===== config.mk =====
export PLATFORM = sky130hd
export DESIGN_NAME = rgb_to_hue_chroma_lightness
export DESIGN_NICKNAME = d
export VERILOG_FILES = /design/src/hdl/hcl_pkg.sv /design/src/hdl/rgb_to_hue_chroma_lightness.sv /design/src/hdl/hcl_sort.sv /design/src/hdl/hcl_divider.sv
export SDC_FILE = /design/constraint.sdc
export NUM_CORES = 1
export LEC_CHECK = 0
export BUFFER_PORTS_ARGS = -buffer_cell sky130_fd_sc_hd__buf_2
export CAP_MARGIN = 20
export CORE_ASPECT_RATIO = 0.6
export CORE_UTILIZATION = 65
export CTS_BUF_LIST = sky130_fd_sc_hd__clkbuf_4 sky130_fd_sc_hd__clkbuf_8
export CTS_CLUSTER_DIAMETER = 30
export DETAILED_ROUTE_END_ITERATION = 12
export PLACE_DENSITY = 0.82
export SKIP_LAST_GASP = 1
export SLEW_MARGIN = 20
export SYNTH_ARGS = -nofsm -noshare
export SYNTH_HDL_FRONTEND = slang
export SYNTH_HIERARCHICAL = 1
export SYNTH_SLANG_ARGS = --single-unit

===== constraint.sdc =====
create_clock -name clk -period 21 [get_ports clk]
set_input_delay 2.1 -clock clk [delete_from_list [all_inputs] [get_ports clk]]
set_output_delay 2.1 -clock clk [all_outputs]
set_load 0.01 [all_outputs]

===== src/hdl/hcl_pkg.sv =====
// Shared types and constants for the RGB to hue / chroma / lightness converter.
// Used by hcl_sort, hcl_divider and the top level rgb_to_hue_chroma_lightness.
`default_nettype none

package hcl_pkg;

  localparam int CHAN_W  = 8;
  localparam int HUE_W   = 15;
  localparam int SAT_W   = 8;
  localparam int LIGHT_W = 9;

  // Which component holds the maximum; grey means all components are equal.
  typedef enum logic [1:0] {
    SEC_GREY,
    SEC_RED,
    SEC_GREEN,
    SEC_BLUE
  } hcl_sector_t;

  // Per-pixel information that rides alongside the divider.
  typedef struct packed {
    hcl_sector_t        sector;
    logic               neg;
    logic [SAT_W-1:0]   sat;
    logic [LIGHT_W-1:0] light;
  } hcl_side_t;

endpackage

`default_nettype wire


===== src/hdl/rgb_to_hue_chroma_lightness.sv =====
// Pipeline: one sort stage, one divider load stage, one divider stage per quotient
// bit, and the output register. Throughput: one pixel per cycle while the output
// is not stalled by out_tready.
// The whole pipeline advances together whenever the output register is empty or taken.
// Synchronous active-low reset clears all valid bits; data registers are not reset.
// Depends on hcl_pkg, hcl_sort and hcl_divider.
`default_nettype none

module rgb_to_hue_chroma_lightness #(
  parameter int HUE_FRACTION_BITS = 6
) (
  input  wire logic        clk,
  input  wire logic        rst_n,
  input  wire logic        in_tvalid,
  output logic             in_tready,
  input  wire logic [23:0] in_tdata,   // red[7:0], green[15:8], blue[23:16]
  output logic             out_tvalid,
  input  wire logic        out_tready,
  output logic [31:0]      out_tdata   // hue[14:0], saturation[22:15], lightness_doubled[31:23]
);

  localparam int SCALE = 1 << HUE_FRACTION_BITS;
  localparam int QW    = HUE_FRACTION_BITS + 6;
  localparam int HW    = $clog2(360 * SCALE);

  localparam logic [HW-1:0] HUE_120 = HW'(120 * SCALE);
  localparam logic [HW-1:0] HUE_240 = HW'(240 * SCALE);
  localparam logic [HW-1:0] HUE_360 = HW'(360 * SCALE);

  logic                                en;
  logic                                sort_valid;
  logic [hcl_pkg::CHAN_W-1:0]          sort_mag;
  logic [hcl_pkg::CHAN_W-1:0]          sort_chroma;
  hcl_pkg::hcl_side_t                  sort_side;
  logic                                div_valid;
  logic [QW-1:0]                       div_quot;
  logic                                div_rem_nz;
  hcl_pkg::hcl_side_t                  div_side;

  logic [HW-1:0]                       offs;
  logic [HW-1:0]                       hue_nxt;
  logic                                out_valid_r;
  logic [HW-1:0]                       hue_r;
  logic [hcl_pkg::SAT_W-1:0]           sat_r;
  logic [hcl_pkg::LIGHT_W-1:0]         light_r;
  logic [HW+hcl_pkg::HUE_W-1:0]        hue_ext;

  assign en        = !out_valid_r || out_tready;
  assign in_tready = en;

  hcl_sort u_sort (
    .clk        (clk),
    .rst_n      (rst_n),
    .en         (en),
    .in_valid   (in_tvalid),
    .red        (in_tdata[7:0]),
    .green      (in_tdata[15:8]),
    .blue       (in_tdata[23:16]),
    .out_valid  (sort_valid),
    .out_mag    (sort_mag),
    .out_chroma (sort_chroma),
    .out_side   (sort_side)
  );

  hcl_divider #(
    .FRAC_BITS (HUE_FRACTION_BITS)
  ) u_divider (
    .clk        (clk),
    .rst_n      (rst_n),
    .en         (en),
    .in_valid   (sort_valid),
    .in_mag     (sort_mag),
    .in_div     (sort_chroma),
    .in_side    (sort_side),
    .out_valid  (div_valid),
    .out_quot   (div_quot),
    .out_rem_nz (div_rem_nz),
    .out_side   (div_side)
  );

  // A negative difference needs the floor, so the quotient is rounded away from zero.
  // In the red sector a negative hue wraps around by a full turn.
  always_comb begin
    unique case (div_side.sector)
      hcl_pkg::SEC_RED:   offs = div_side.neg ? HUE_360 : '0;
      hcl_pkg::SEC_GREEN: offs = HUE_120;
      hcl_pkg::SEC_BLUE:  offs = HUE_240;
      default:            offs = '0;
    endcase

    if (div_side.sector == hcl_pkg::SEC_GREY) begin
      hue_nxt = '0;
    end else if (div_side.neg) begin
      hue_nxt = offs - HW'(div_quot) - HW'(div_rem_nz);
    end else begin
      hue_nxt = offs + HW'(div_quot);
    end
  end

  always_ff @(posedge clk) begin
    if (!rst_n) begin
      out_valid_r <= 1'b0;
    end else if (en) begin
      out_valid_r <= div_valid;
    end
  end

  always_ff @(posedge clk) begin
    if (en) begin
      hue_r   <= hue_nxt;
      sat_r   <= div_side.sat;
      light_r <= div_side.light;
    end
  end

  assign hue_ext    = {{hcl_pkg::HUE_W{1'b0}}, hue_r};
  assign out_tvalid = out_valid_r;
  assign out_tdata  = {light_r, sat_r, hue_ext[hcl_pkg::HUE_W-1:0]};

  a_hue_range: assert property (@(posedge clk) disable iff (!rst_n)
    out_valid_r |-> hue_r < HUE_360)
    else $error("hue beyond a full turn");

  a_grey_hue: assert property (@(posedge clk) disable iff (!rst_n)
    out_valid_r && sat_r == '0 |-> hue_r == '0)
    else $error("grey pixel with nonzero hue");

  a_light_sat: assert property (@(posedge clk) disable iff (!rst_n)
    out_valid_r |-> light_r >= {1'b0, sat_r} && light_r[0] == sat_r[0])
    else $error("lightness and chroma inconsistent");

endmodule

`default_nettype wire


===== src/hdl/hcl_sort.sv =====
// First pipeline stage: finds max, min, hue sector and the signed sector difference.
// Depends on hcl_pkg for the sector code and sideband struct.
`default_nettype none

module hcl_sort (
  input  wire logic                         clk,
  input  wire logic                         rst_n,
  input  wire logic                         en,
  input  wire logic                         in_valid,
  input  wire logic [hcl_pkg::CHAN_W-1:0]   red,
  input  wire logic [hcl_pkg::CHAN_W-1:0]   green,
  input  wire logic [hcl_pkg::CHAN_W-1:0]   blue,
  output logic                              out_valid,
  output logic [hcl_pkg::CHAN_W-1:0]        out_mag,
  output logic [hcl_pkg::CHAN_W-1:0]        out_chroma,
  output hcl_pkg::hcl_side_t                out_side
);

  logic                        valid_r;
  logic [hcl_pkg::CHAN_W-1:0]  mag_r;
  logic [hcl_pkg::CHAN_W-1:0]  chroma_r;
  hcl_pkg::hcl_side_t          side_r;

  logic [hcl_pkg::CHAN_W-1:0]  mx;
  logic [hcl_pkg::CHAN_W-1:0]  mn;
  logic [hcl_pkg::CHAN_W-1:0]  diff_a;
  logic [hcl_pkg::CHAN_W-1:0]  diff_b;
  logic [hcl_pkg::CHAN_W:0]    diff;
  logic [hcl_pkg::CHAN_W-1:0]  chroma_nxt;
  logic [hcl_pkg::CHAN_W-1:0]  mag_nxt;
  hcl_pkg::hcl_side_t          side_nxt;

  always_comb begin
    mn = red;
    if (green < mn) mn = green;
    if (blue < mn) mn = blue;

    // Red wins ties over green, green over blue.
    if (red >= green && red >= blue) begin
      mx     = red;
      diff_a = green;
      diff_b = blue;
      side_nxt.sector = hcl_pkg::SEC_RED;
    end else if (green >= blue) begin
      mx     = green;
      diff_a = blue;
      diff_b = red;
      side_nxt.sector = hcl_pkg::SEC_GREEN;
    end else begin
      mx     = blue;
      diff_a = red;
      diff_b = green;
      side_nxt.sector = hcl_pkg::SEC_BLUE;
    end

    chroma_nxt = mx - mn;
    if (chroma_nxt == '0) side_nxt.sector = hcl_pkg::SEC_GREY;

    diff           = {1'b0, diff_a} - {1'b0, diff_b};
    side_nxt.neg   = diff[hcl_pkg::CHAN_W];
    mag_nxt        = side_nxt.neg ? (diff_b - diff_a) : diff[hcl_pkg::CHAN_W-1:0];
    side_nxt.sat   = chroma_nxt;
    side_nxt.light = {1'b0, mx} + {1'b0, mn};
  end

  always_ff @(posedge clk) begin
    if (!rst_n) begin
      valid_r <= 1'b0;
    end else if (en) begin
      valid_r <= in_valid;
    end
  end

  always_ff @(posedge clk) begin
    if (en) begin
      mag_r    <= mag_nxt;
      chroma_r <= chroma_nxt;
      side_r   <= side_nxt;
    end
  end

  assign out_valid  = valid_r;
  assign out_mag    = mag_r;
  assign out_chroma = chroma_r;
  assign out_side   = side_r;

endmodule

`default_nettype wire


===== src/hdl/hcl_divider.sv =====
// Pipelined restoring divider: floor(60 * 2^FRAC_BITS * mag / chroma), one quotient
// bit per stage, with a flag for a nonzero remainder. Depends on hcl_pkg.
`default_nettype none

module hcl_divider #(
  parameter int FRAC_BITS = 6
) (
  input  wire logic                          clk,
  input  wire logic                          rst_n,
  input  wire logic                          en,
  input  wire logic                          in_valid,
  input  wire logic [hcl_pkg::CHAN_W-1:0]    in_mag,
  input  wire logic [hcl_pkg::CHAN_W-1:0]    in_div,
  input  wire hcl_pkg::hcl_side_t            in_side,
  output logic                               out_valid,
  output logic [FRAC_BITS+5:0]               out_quot,
  output logic                               out_rem_nz,
  output hcl_pkg::hcl_side_t                 out_side
);

  // The quotient never exceeds 60 * 2^FRAC_BITS, which fits in FRAC_BITS + 6 bits.
  localparam int QW = FRAC_BITS + 6;
  localparam int NW = QW + hcl_pkg::CHAN_W;
  localparam int MW = hcl_pkg::CHAN_W + 6;

  logic                        valid_r [0:QW];
  logic [hcl_pkg::CHAN_W-1:0]  rem_r   [0:QW];
  logic [QW-1:0]               low_r   [0:QW-1];
  logic [QW-1:0]               quot_r  [0:QW];
  logic [hcl_pkg::CHAN_W-1:0]  div_r   [0:QW];
  hcl_pkg::hcl_side_t          side_r  [0:QW];

  logic [MW-1:0]               mag60;
  logic [NW-1:0]               num;

  // 60 * mag as 64 * mag - 4 * mag, then scaled to hue fraction units.
  assign mag60 = (MW'(in_mag) << 6) - (MW'(in_mag) << 2);
  assign num   = NW'(mag60) << FRAC_BITS;

  // Load stage: the upper bits of the numerator are already below the divisor.
  always_ff @(posedge clk) begin
    if (!rst_n) begin
      valid_r[0] <= 1'b0;
    end else if (en) begin
      valid_r[0] <= in_valid;
    end
  end

  always_ff @(posedge clk) begin
    if (en) begin
      rem_r[0]  <= num[NW-1:QW];
      low_r[0]  <= num[QW-1:0];
      quot_r[0] <= '0;
      div_r[0]  <= in_div;
      side_r[0] <= in_side;
    end
  end

  for (genvar k = 0; k < QW; k++) begin : g_step
    logic [hcl_pkg::CHAN_W:0]    trial;
    logic                        take;
    logic [hcl_pkg::CHAN_W:0]    diff;
    logic [hcl_pkg::CHAN_W-1:0]  rem_nxt;

    assign trial   = {rem_r[k], low_r[k][QW-1]};
    assign diff    = trial - {1'b0, div_r[k]};
    assign take    = trial >= {1'b0, div_r[k]};
    assign rem_nxt = take ? diff[hcl_pkg::CHAN_W-1:0] : trial[hcl_pkg::CHAN_W-1:0];

    always_ff @(posedge clk) begin
      if (!rst_n) begin
        valid_r[k+1] <= 1'b0;
      end else if (en) begin
        valid_r[k+1] <= valid_r[k];
      end
    end

    always_ff @(posedge clk) begin
      if (en) begin
        rem_r[k+1]  <= rem_nxt;
        quot_r[k+1] <= {quot_r[k][QW-2:0], take};
        div_r[k+1]  <= div_r[k];
        side_r[k+1] <= side_r[k];
      end
    end

    if (k < QW - 1) begin : g_low
      always_ff @(posedge clk) begin
        if (en) begin
          low_r[k+1] <= low_r[k] << 1;
        end
      end
    end
  end

  assign out_valid  = valid_r[QW];
  assign out_quot   = quot_r[QW];
  assign out_rem_nz = |rem_r[QW];
  assign out_side   = side_r[QW];

endmodule

`default_nettype wire

* Word level (Yosys, flattened, before mapping)
Memory sizes are Yosys's and may differ from the RTL's. A register that Yosys moved wholly into a read port is not among the register bits.
Cells that the tools add are included.
** Cells by class
- Magnitude comparators :: 17
- Reductions and logical operators :: 8
- Mux-type cells :: 44
- Equal/unequal tests :: 3
- $add $sub $neg :: 20
- Bitwise operators :: 13
** Operators with widths (count)
- $mux W8 :: 21
- $sub A8 B8 Y8 :: 14
- $ge A9 B8 Y1 :: 12
- $pmux W15 S3 :: 1
- $mux W15 :: 2
- $ge A8 B8 Y1 :: 3
- $mux W1 :: 20
- $lt A8 B8 Y1 :: 2
- $add A15 B12 Y15 :: 1
- $sub A15 B1 Y15 :: 1
- $sub A15 B12 Y15 :: 1
- $sub A14 B10 Y14 :: 1
- $or A1 B1 Y1 :: 13
- $add A8 B8 Y9 :: 1
- $sub A8 B8 Y9 :: 1
- $logic_not A8 Y1 :: 1
- $reduce_or A8 Y1 :: 1
- $eq A2 B2 Y1 const B :: 2
- $eq A2 B1 Y1 const B :: 1
- $logic_not A1 Y1 :: 2
- $logic_not A2 Y1 :: 1
- $reduce_or A2 Y1 :: 1
- $logic_and A1 B1 Y1 :: 1
- $logic_or A1 B1 Y1 :: 1
** Storage, ports and cells
- Memories :: 6
- Input bits :: 28
- Register bits :: 61
- RAM bits :: 769
** Memory list
- u_divider.side_r :: words 13, width 20, rd ports 13, clocked after memory_dff 0, write ports 13, RTL line hcl_divider.sv:31 : hcl_pkg::hcl_side_t side_r [0:QW];
- u_divider.quot_r :: words 13, width 12, rd ports 13, clocked after memory_dff 0, write ports 13, RTL line hcl_divider.sv:29 : logic [QW-1:0] quot_r [0:QW];
- u_divider.low_r :: words 12, width 11, rd ports 12, clocked after memory_dff 0, write ports 12, RTL line hcl_divider.sv:28 : logic [QW-1:0] low_r [0:QW-1];
- u_divider.div_r :: words 13, width 8, rd ports 12, clocked after memory_dff 0, write ports 13, RTL line hcl_divider.sv:30 : logic [hcl_pkg::CHAN_W-1:0] div_r [0:QW];
- u_divider.rem_r :: words 13, width 8, rd ports 13, clocked after memory_dff 0, write ports 13, RTL line hcl_divider.sv:27 : logic [hcl_pkg::CHAN_W-1:0] rem_r [0:QW];
- u_divider.valid_r :: words 13, width 1, rd ports 13, clocked after memory_dff 1, write ports 13, RTL line hcl_divider.sv:26 : logic valid_r [0:QW];

* Depth between registers and ports, before layout
Gate-level depths: netlist (run 1).
- Depth in word-level cells :: 7
- Mapped depth :: 25

* Cells and area by module
The synthesis (run 1) kept the hierarchy.
** Modules (own cells, without submodules)
- hcl_divider :: cells an instance 1371, area an instance 22638.0 um^2, seq. area each 16836.1 um^2, times used 1
- hcl_sort :: cells an instance 425, area an instance 3791.1 um^2, seq. area each 830.8 um^2, times used 1
- rgb_to_hue_chroma_lightness :: cells an instance 187, area an instance 2043.2 um^2, seq. area each 980.9 um^2, times used 1

* Worst setup path before layout (run 1)
No wires, ideal clock.
- Path kind :: input -> output
- Start :: input out_tready
- End :: output in_tready
- Cell stages on the path :: 1
- Slack :: 2.152 ns
- Data arrival time :: 16.748 ns
- Cell sequence :: nand2b_1
** On the way
- Longest elaborated chain between the ends :: 1
** Ends and longest elaborated chain
- start, declared :: RTL line rgb_to_hue_chroma_lightness.sv:18 : input wire logic out_tready,
- $logic_or A1 B1 Y1 :: RTL line rgb_to_hue_chroma_lightness.sv:48 : assign en = !out_valid_r || out_tready;
- end, declared :: RTL line rgb_to_hue_chroma_lightness.sv:15 : output logic in_tready,
No other way between the ends.

* Worst setup path after layout (run 1)
- Start :: input in_tdata[13]
- End :: register u_sort.side_r, in the netlist u_sort/out_side[19], data pin
** On the way
- Longest elaborated chain between the ends :: 7
- Elaborated cells between the ends (all ways) :: 12
** Ends and longest elaborated chain
- start, declared :: RTL line rgb_to_hue_chroma_lightness.sv:16 : input wire logic [23:0] in_tdata,
- $lt A8 B8 Y1 :: RTL line hcl_sort.sv:35 : if (green < mn) mn = green;
- $mux W8 :: RTL line hcl_sort.sv:35
- $lt A8 B8 Y1 :: RTL line hcl_sort.sv:36 : if (blue < mn) mn = blue;
- $mux W8 :: RTL line hcl_sort.sv:36
- $sub A8 B8 Y8 (*) :: RTL line hcl_sort.sv:56 : chroma_nxt = mx - mn;
- via u_sort.chroma_nxt, one bit :: RTL line hcl_sort.sv:29 : logic [hcl_pkg::CHAN_W-1:0] chroma_nxt;
- $logic_not A8 Y1 (*) :: RTL line hcl_sort.sv:57 : if (chroma_nxt == '0) side_nxt.sector = hcl_pkg::SEC_GREY;
- $reduce_or A2 Y1 (no source line) (*)
- end signal, assigned :: RTL line hcl_sort.sv:78 : side_r <= side_nxt;
- end, declared :: RTL line hcl_sort.sv:22 : hcl_pkg::hcl_side_t side_r;
The timed path passes the listed nets; every way through them passes the cells marked *.
A chain may end at the register's enable or synchronous reset.

==> results.sh, run 1 <==
export IMPL_slowest_delay_ns=0.53
export IMPL_die_x_um=272.2
export IMPL_cts_resized=0
export IMPL_fin_crit_ns=7.193
export IMPL_clock_skew_ns=0.04411
export IMPL_setup_viol=0
export IMPL_io_pins=62
export IMPL_hold_path_class="reg2reg"
export IMPL_timing_final_crit_share=0.3425
export IMPL_hold_viol=0
export IMPL_pre_cts_ws_ns=13.21
export IMPL_port_buffers=61
export IMPL_end_kind="register"
export IMPL_cts_setup_buffers=0
export IMPL_synth_fp_nets=2213
export IMPL_drive_gt1_frac=0.1370
export IMPL_fmax_mhz=139.0
export IMPL_synth_edf_count=619
export IMPL_place_congestion=0.9075
export IMPL_die_area_um2=44670
export IMPL_tightest_slew_ns=1.085
export IMPL_path_clk_slew_ns=0.06
export IMPL_ir_drop_mv=0.1028
export IMPL_dpl_cell_count=2584
export IMPL_grt_pass1_vias=15960
export IMPL_async_flop_share=0
export IMPL_max_clock_path_buffers=3
export IMPL_dp_hpwl_um=36090
export IMPL_postLayoutSetupSlackWorst_ns=13.81
export IMPL_synthToLayoutAreaGrowth_pct=9.439
export IMPL_antenna_left=0
export IMPL_vias=16100
export IMPL_track_usage=0.2443
export IMPL_fin_nets=2335
export IMPL_status="completed"
export IMPL_netlist_area_um2=28470
export IMPL_core_area_um2=42530
export IMPL_avgSynthCellArea_um2=14.36
export IMPL_powerDensity_nw_per_um2=180.2
export IMPL_final_cells=2745
export IMPL_arrival_ns=7.58
export IMPL_post_drt_via_cell_ratio=5.864
export IMPL_synth_seq_cells=622
export IMPL_drt_total_wl_um=52960
export IMPL_ys_dominant_reg_cell="edfxtp_1"
export IMPL_critPathRequiredTime_ns=21.39
export IMPL_cts_tree="yes"
export IMPL_rsz0062_at_grt="no"
export IMPL_first_pass_iters=7
export IMPL_slowest_stage="or4_1"
export IMPL_yosysSeqAreaShare=0.6549
export IMPL_cts_root_buf="clkbuf_8"
export IMPL_holdBufCountCts=0
export IMPL_multi_input_area_um2=8925
export IMPL_path_class="in2reg"
export IMPL_maxCapViolCount=0
export IMPL_rows=58
export IMPL_yosysWarnings=6
export IMPL_drt_iter0_markers=1511
export IMPL_drc=0
export IMPL_final_seq_area_um2=18650
export IMPL_wire_per_inst_um=19.29
export IMPL_nFillCells=2612
export IMPL_antenna_found_initial=1
export IMPL_cp_cell_sequence="buf_2 > inv_1 > ha_1 > a211oi_1 > o21bai_2 > o22ai_2 > nor2_1 > a21oi_1 > ha_1 > a21o_1 > a211o_1 > a21oi_1 > o211ai_4 > mux2_4 > ha_1 > fa_1 > o21bai_1 > a21oi_1 > xnor2_1 > or4_1 > nor3_1 > nor2_1"
export IMPL_clock_sinks=622
export IMPL_chipHeight_um=164.1
export IMPL_h_tree_depth=3
export IMPL_diodes=0
export IMPL_start_util=0.6695
export IMPL_synth_distinct_cells=84
export IMPL_overflow=0
export IMPL_path_delay_family="compound AO/OA/AOI/OAI gates"
export IMPL_setup_tns_ns=0
export IMPL_clk_latency_ns=0.67
export IMPL_p_leak_nw=12.71
export IMPL_worst_setup_path_start_kind="primary input"
export IMPL_grt_pass1_wl_um=84460
export IMPL_maxSlewViolCount=0
export IMPL_utilization=0.7327
export IMPL_grt_max_degree=203
export IMPL_worstPathMaxFanout=15
export IMPL_synthCells=1983
export IMPL_path_buf_inv=2
export IMPL_relSlewSlack=0.2764
export IMPL_cts_buffers=89
[routing by layer]
layer | GRT usage | share of wire | wire length [µm] | vias to the layer above
li1 | - | - | - | 7680
met1 | 0.3772 | 0.50 | 26240 | 7777
met2 | 0.3597 | 0.43 | 22620 | 551
met3 | 0.04240 | 0.060 | 3201 | 88
met4 | 0.06639 | 0.017 | 894 | 0
met5 | 0 | 0 | 0 | -
[report_power, final]
part / internal [mW] / switching (mW) / total (mW)
combinational: 0.977 / 1.20 / 2.17
sequential: 2.20 / 0.289 / 2.49
clock: 0.481 / 0.467 / 0.948
[through the flow]
stage | total power, mW | cell area [µm²] | hold slack, ns
2_1_floorplan | 4.029 | 28470 | 0.4003
4_1_cts | 5.601 | 31160 | 0.3881
6_report | 5.614 | 31160 | 0.4021
3_3_place_gp | 4.441 | 29380 | 0.4001
3_5_place_dp | 4.608 | 29380 | 0.4045
5_1_grt | 5.965 | 31160 | 0.4033
[path summary, 6_finish.rpt]
path / from / end / slack (ns) / cells after the start
max: in_tdata[13] / u_sort/out_side[19] / 13.81 / 22
min reg2reg: u_divider/side_r[1][4] / u_divider/side_r[2][4] / 0.40 / 0
min: u_divider/side_r[1][4] / u_divider/side_r[2][4] / 0.40 / 0
max reg2reg: u_divider/side_r[12][17] / hue_r[13] / 17.58 / 11
[Yosys cell counts, types with 10 or more instances]
master,instances,share of area
edfxtp_1,619,0.65
inv_1,186,0.025
ha_1,185,0.081
a21oi_1,122,0.021
nor2_1,106,0.014
o21ai_0,79,0.014
nand2_1,57,0.0075
a21o_1,52,0.014
mux2i_1,51,0.018
xnor2_1,48,0.015
mux2_2,47,0.019
nand3_1,32,0.0056
xor2_1,28,0.0086
nor2b_1,23,0.0051
nand2b_1,20,0.0044
nor3_1,20,0.0035
and3_1,18,0.0040
o21a_1,18,0.0047
fa_1,17,0.012
a211oi_1,16,0.0042
clkbuf_1,16,0.0021
o21ai_1,14,0.0025
and2_1,13,0.0029
buf_2,13,0.0023
o211ai_1,10,0.0026
or3_1,10,0.0022
[final cells by class]
class / count / area share
multi-input combinational: 1134 / 0.2864
timing repair buffer: 72 / 0.01285
inverter: 186 / 0.02241
sequential: 622 / 0.5985
tap: 570 / 0.02289
clock inverter: 53 / 0.01309
clock buffer: 108 / 0.04389
[logic make-up (layout without fill, tap and decap cells)]
family / Yosys count / count (layout) / synth area share
multiplexers: 105 / 105 / 0.03968
XOR/XNOR: 76 / 76 / 0.02338
AO/OA/AOI/OAI: 407 / 407 / 0.09483
adder cells (fa/ha/maj): 202 / 202 / 0.09325
buffers and inverters: 227 / 419 / 0.03226
AND/OR/NAND/NOR: 344 / 344 / 0.06165
flip-flops: 622 / 622 / 0.6549
[layout by cell type (no fill, tap or decap), types with 18 or more instances in the layout]
master,synthesis,final
clkbuf_8,0,89
inv_1,186,186
ha_1,185,185
xor2_1,28,28
mux2_2,47,47
clkinv_1,0,31
a21oi_1,122,121
nand2_1,57,57
nor2b_1,23,23
nand2b_1,20,19
edfxtp_1,619,619
a21o_1,52,52
nand3_1,32,32
xnor2_1,48,48
o21ai_0,79,79
clkbuf_4,0,19
and3_1,18,18
o21a_1,18,18
buf_2,13,61
nor3_1,20,20
mux2i_1,51,51
nor2_1,106,106
[flip-flops by register name (all words and copies together) (netlist names)]
register,flops
hue_r,15
light_r,9
out_tvalid,1
sat_r,8
u_divider/div_r,96
u_divider/low_r,10
u_divider/quot_r,78
u_divider/rem_r,104
u_divider/side_r,260
u_divider/valid_r,13
u_sort/out_mag,8
u_sort/out_side,19
u_sort/out_valid,1
[worst reg2reg max path: stages (launching register included)]
cell and delay (ns):
edfxtp_1 0.78, nand2_1 0.20, nor2_1 0.08, or2_2 0.36, ha_1 0.32, ha_1 0.33
a21o_1 0.17, a21oi_1 0.06, o221ai_1 0.28, o21a_1 0.19, o22ai_1 0.07, nor4_1 0.37
(Power assumes the default switching activity.)
==> inputs of run 2 (changes only) <==
--- a/config.mk
+++ b/config.mk
@@ -5,14 +5,15 @@
 export SDC_FILE = /design/constraint.sdc
 export NUM_CORES = 1
 export LEC_CHECK = 0
+export ABC_AREA = 1
 export BUFFER_PORTS_ARGS = -buffer_cell sky130_fd_sc_hd__buf_2
 export CAP_MARGIN = 20
 export CORE_ASPECT_RATIO = 0.6
-export CORE_UTILIZATION = 65
+export CORE_UTILIZATION = 59
 export CTS_BUF_LIST = sky130_fd_sc_hd__clkbuf_4 sky130_fd_sc_hd__clkbuf_8
 export CTS_CLUSTER_DIAMETER = 30
 export DETAILED_ROUTE_END_ITERATION = 12
-export PLACE_DENSITY = 0.82
+export PLACE_DENSITY = 0.79
 export SKIP_LAST_GASP = 1
 export SLEW_MARGIN = 20
 export SYNTH_ARGS = -nofsm -noshare
==> constraint.sdc (replaced) <==
create_clock -name clk -period 6.23 [get_ports clk]
set_input_delay 0.623 -clock clk [delete_from_list [all_inputs] [get_ports clk]]
set_output_delay 0.623 -clock clk [all_outputs]
set_load 0.01 [all_outputs]
==> results.sh, run 2 <==
export IMPL_p_sw_mw=8.015
export IMPL_track_usage=0.2247
export IMPL_synth_area_mux_share=0
export IMPL_dpl_cell_area_um2=31000
export IMPL_place_congestion=0.9469
export IMPL_worst_setup_path_start_kind="primary input"
export IMPL_final_cell_mix="714 x nand2_1, 619 x edfxtp_1, 409 x inv_1"
export IMPL_worstPathMaxFanout=15
export IMPL_grt_pass1_vias=17960
export IMPL_h_tree_depth=3
export IMPL_maxCapViolCount=0
export IMPL_final_area_um2=32910
export IMPL_yosysSeqAreaShare=0.6208
export IMPL_start_util=0.6029
export IMPL_clock_sinks=622
export IMPL_path_class="in2reg"
export IMPL_fin_nets=3077
export IMPL_avgSynthCellArea_um2=11.02
export IMPL_max_clock_path_buffers=3
export IMPL_synthToLayoutAreaGrowth_pct=9.552
export IMPL_die_x_um=293.3
export IMPL_diodes=0
export IMPL_final_common_cell="nand2_1"
export IMPL_swShare=0.3969
export IMPL_wire_per_inst_um=15.94
export IMPL_first_pass_iters=5
export IMPL_end_kind="register"
export IMPL_nFillCells=3663
export IMPL_cts_tree="yes"
export IMPL_final_seq_area_um2=18650
export IMPL_slowest_delay_ns=0.52
export IMPL_vias=19090
export IMPL_synth_distinct_cells=52
export IMPL_setup_tns_ns=0
export IMPL_clk_latency_ns=0.68
export IMPL_slowest_stage="a211oi_4"
export IMPL_critPathRequiredTime_ns=6.64
export IMPL_top_regs="u_divider/side_r x260, u_divider/rem_r x104, u_divider/div_r x96"
export IMPL_regMostFlops="u_divider/side_r"
export IMPL_synth_most_common_cell="nand2_1"
export IMPL_antenna_found_initial=0
export IMPL_path_delay_family="compound AO/OA/AOI/OAI gates"
export IMPL_p_leak_nw=15.09
export IMPL_path_clk_slew_ns=0.06
export IMPL_dp_hpwl_um=41130
export IMPL_clkPwrFrac=0.165
export IMPL_pwr_share_seq=0.418
export IMPL_ir_drop_mv=0.3206
export IMPL_clock_skew_ns=0.04885
export IMPL_largest_reg_flops=260
export IMPL_overflow=0
export IMPL_arrival_ns=5.33
export IMPL_core_area_um2=49820
export IMPL_holdBufCountCts=0
export IMPL_synth_simple_area_share=0.1692
export IMPL_utilization=0.6605
export IMPL_grt_max_degree=197
export IMPL_drt_total_wl_um=57380
export IMPL_yosysWarnings=6
export IMPL_rows=63
export IMPL_netlist_area_um2=30040
export IMPL_synth_fa_ha_area_frac=0.08839
export IMPL_grt_pass1_wl_um=91890
export IMPL_synth_edf_count=619
export IMPL_drc=0
export IMPL_port_buffers=61
export IMPL_pwr_share_comb=0.416
export IMPL_async_flop_share=0
export IMPL_cts_setup_buffers=0
export IMPL_cts_root_buf="clkbuf_8"
export IMPL_synth_area_leader_cell="edfxtp_1"
export IMPL_tightest_slew_ns=1.065
export IMPL_multi_input_area_um2=9522
export IMPL_post_drt_via_cell_ratio=5.302
export IMPL_cts_resized=0
export IMPL_timing_final_crit_share=0.7899
export IMPL_ys_dominant_reg_cell="edfxtp_1"
export IMPL_chipHeight_um=176.8
export IMPL_drt_iter0_markers=1485
export IMPL_path_buf_inv=3
export IMPL_setup_viol=0
export IMPL_power_internal_mw=12.18
export IMPL_whs_ns=0.1783
export IMPL_status="completed"
export IMPL_io_pins=62
export IMPL_synth_compound_area_frac=0.03945
export IMPL_synth_commonest_cells="715 x nand2_1, 619 x edfxtp_1, 409 x inv_1"
export IMPL_die_area_um2=51840
export IMPL_relSlewSlack=0.2903
export IMPL_cts_buffers=94
export IMPL_rsz0062_at_grt="no"
export IMPL_synth_top_area_frac=0.6188
export IMPL_powerDensity_nw_per_um2=613.7
export IMPL_synth_fp_nets=2956
export IMPL_hold_path_class="in2reg"
export IMPL_synth_xor_area_frac=0.01925
export IMPL_fmax_mhz=203.2
export IMPL_netlist_top_cells_area="edfxtp_1 62%, nand2_1 8.9%, ha_1 7.7%"
export IMPL_synth_seq_cells=622
export IMPL_synth_top_family_by_area="simple AND/OR/NAND/NOR gates"
export IMPL_synthCells=2726
export IMPL_maxSlewViolCount=0
export IMPL_fin_crit_ns=4.921
export IMPL_drive_gt1_frac=0.1086
export IMPL_hold_viol=0
export IMPL_antenna_left=0
-- run 2: cell count changes after synthesis, sizes merged, moves of 27 or more --
| cell | change |
|---|---|
| a21o | -48 |
| nand2 | +703 |
| nand4 | +27 |
| mux2i | -51 |
| nand3 | +177 |
| xnor2 | -30 |
| inv | +234 |
| mux2 | -54 |
-- run 2: tightest hold or removal path, cell delays in order --
cell,delay [ns]
buf_2,0.10
inv_1,0.04
a21oi_1,0.05
-- run 2: path summary, 6_finish.rpt --
kind | startpoint | end | slack, ns | cells after the start
setup reg to reg | u_divider/side_r[12][17] | hue_r[14] | 3.46 | 12
setup / recovery | in_tdata[15] | u_sort/out_side[18] | 1.31 | 26
hold / removal | in_tvalid | u_sort/out_valid | 0.18 | 3
hold reg to reg | u_divider/side_r[8][3] | u_divider/side_r[9][3] | 0.41 | 0
-- run 2: final cells by class --
| type | instances | share of cell area |
|---|---|---|
| timing repair buffer | 69 | 0.01148 |
| inverter | 426 | 0.04875 |
| clock inverter | 44 | 0.01122 |
| clock buffer | 124 | 0.04654 |
| sequential | 622 | 0.5667 |
| tap | 682 | 0.02593 |
| multi-input combinational | 1634 | 0.2894 |
-- run 2: routing by layer --
layer,track usage,share of wire
met1,0.3496,0.49
met2,0.3200,0.42
met3,0.05060,0.079
met4,0.05360,0.013
met5,0,0
-- run 2: power groups by stage --
stage | combinational (mW) | clock (mW) | sequential [mW]
finish | 8.41 | 3.34 | 8.45
global placement | 7.95 | 0 | 8.43
detailed placement | 8.22 | 0 | 8.51
floorplan | 6.41 | 0 | 8.08
global route | 9.49 | 3.61 | 8.64
CTS | 8.27 | 3.44 | 8.46
-- run 2: cells by family after synthesis --
| family | count (synthesis) |
|---|---|
| buf+inv | 470 |
| compound gates | 215 |
| flops | 622 |
| fa+ha+maj | 202 |
| xor+xnor | 66 |
| simple gates | 1151 |
-- run 2: metrics by stage --
step / cells / setup slack [ns] / power [mW]
after CTS: 3601 / 1.476 / 20.17
after global routing: 3601 / 1.025 / 21.74
after floorplan: 2726 / 0.4901 / 14.48
final: 3601 / 1.309 / 20.19
after detailed placement: 3433 / 0.8091 / 16.73
after global placement: 3433 / 0.8586 / 16.39
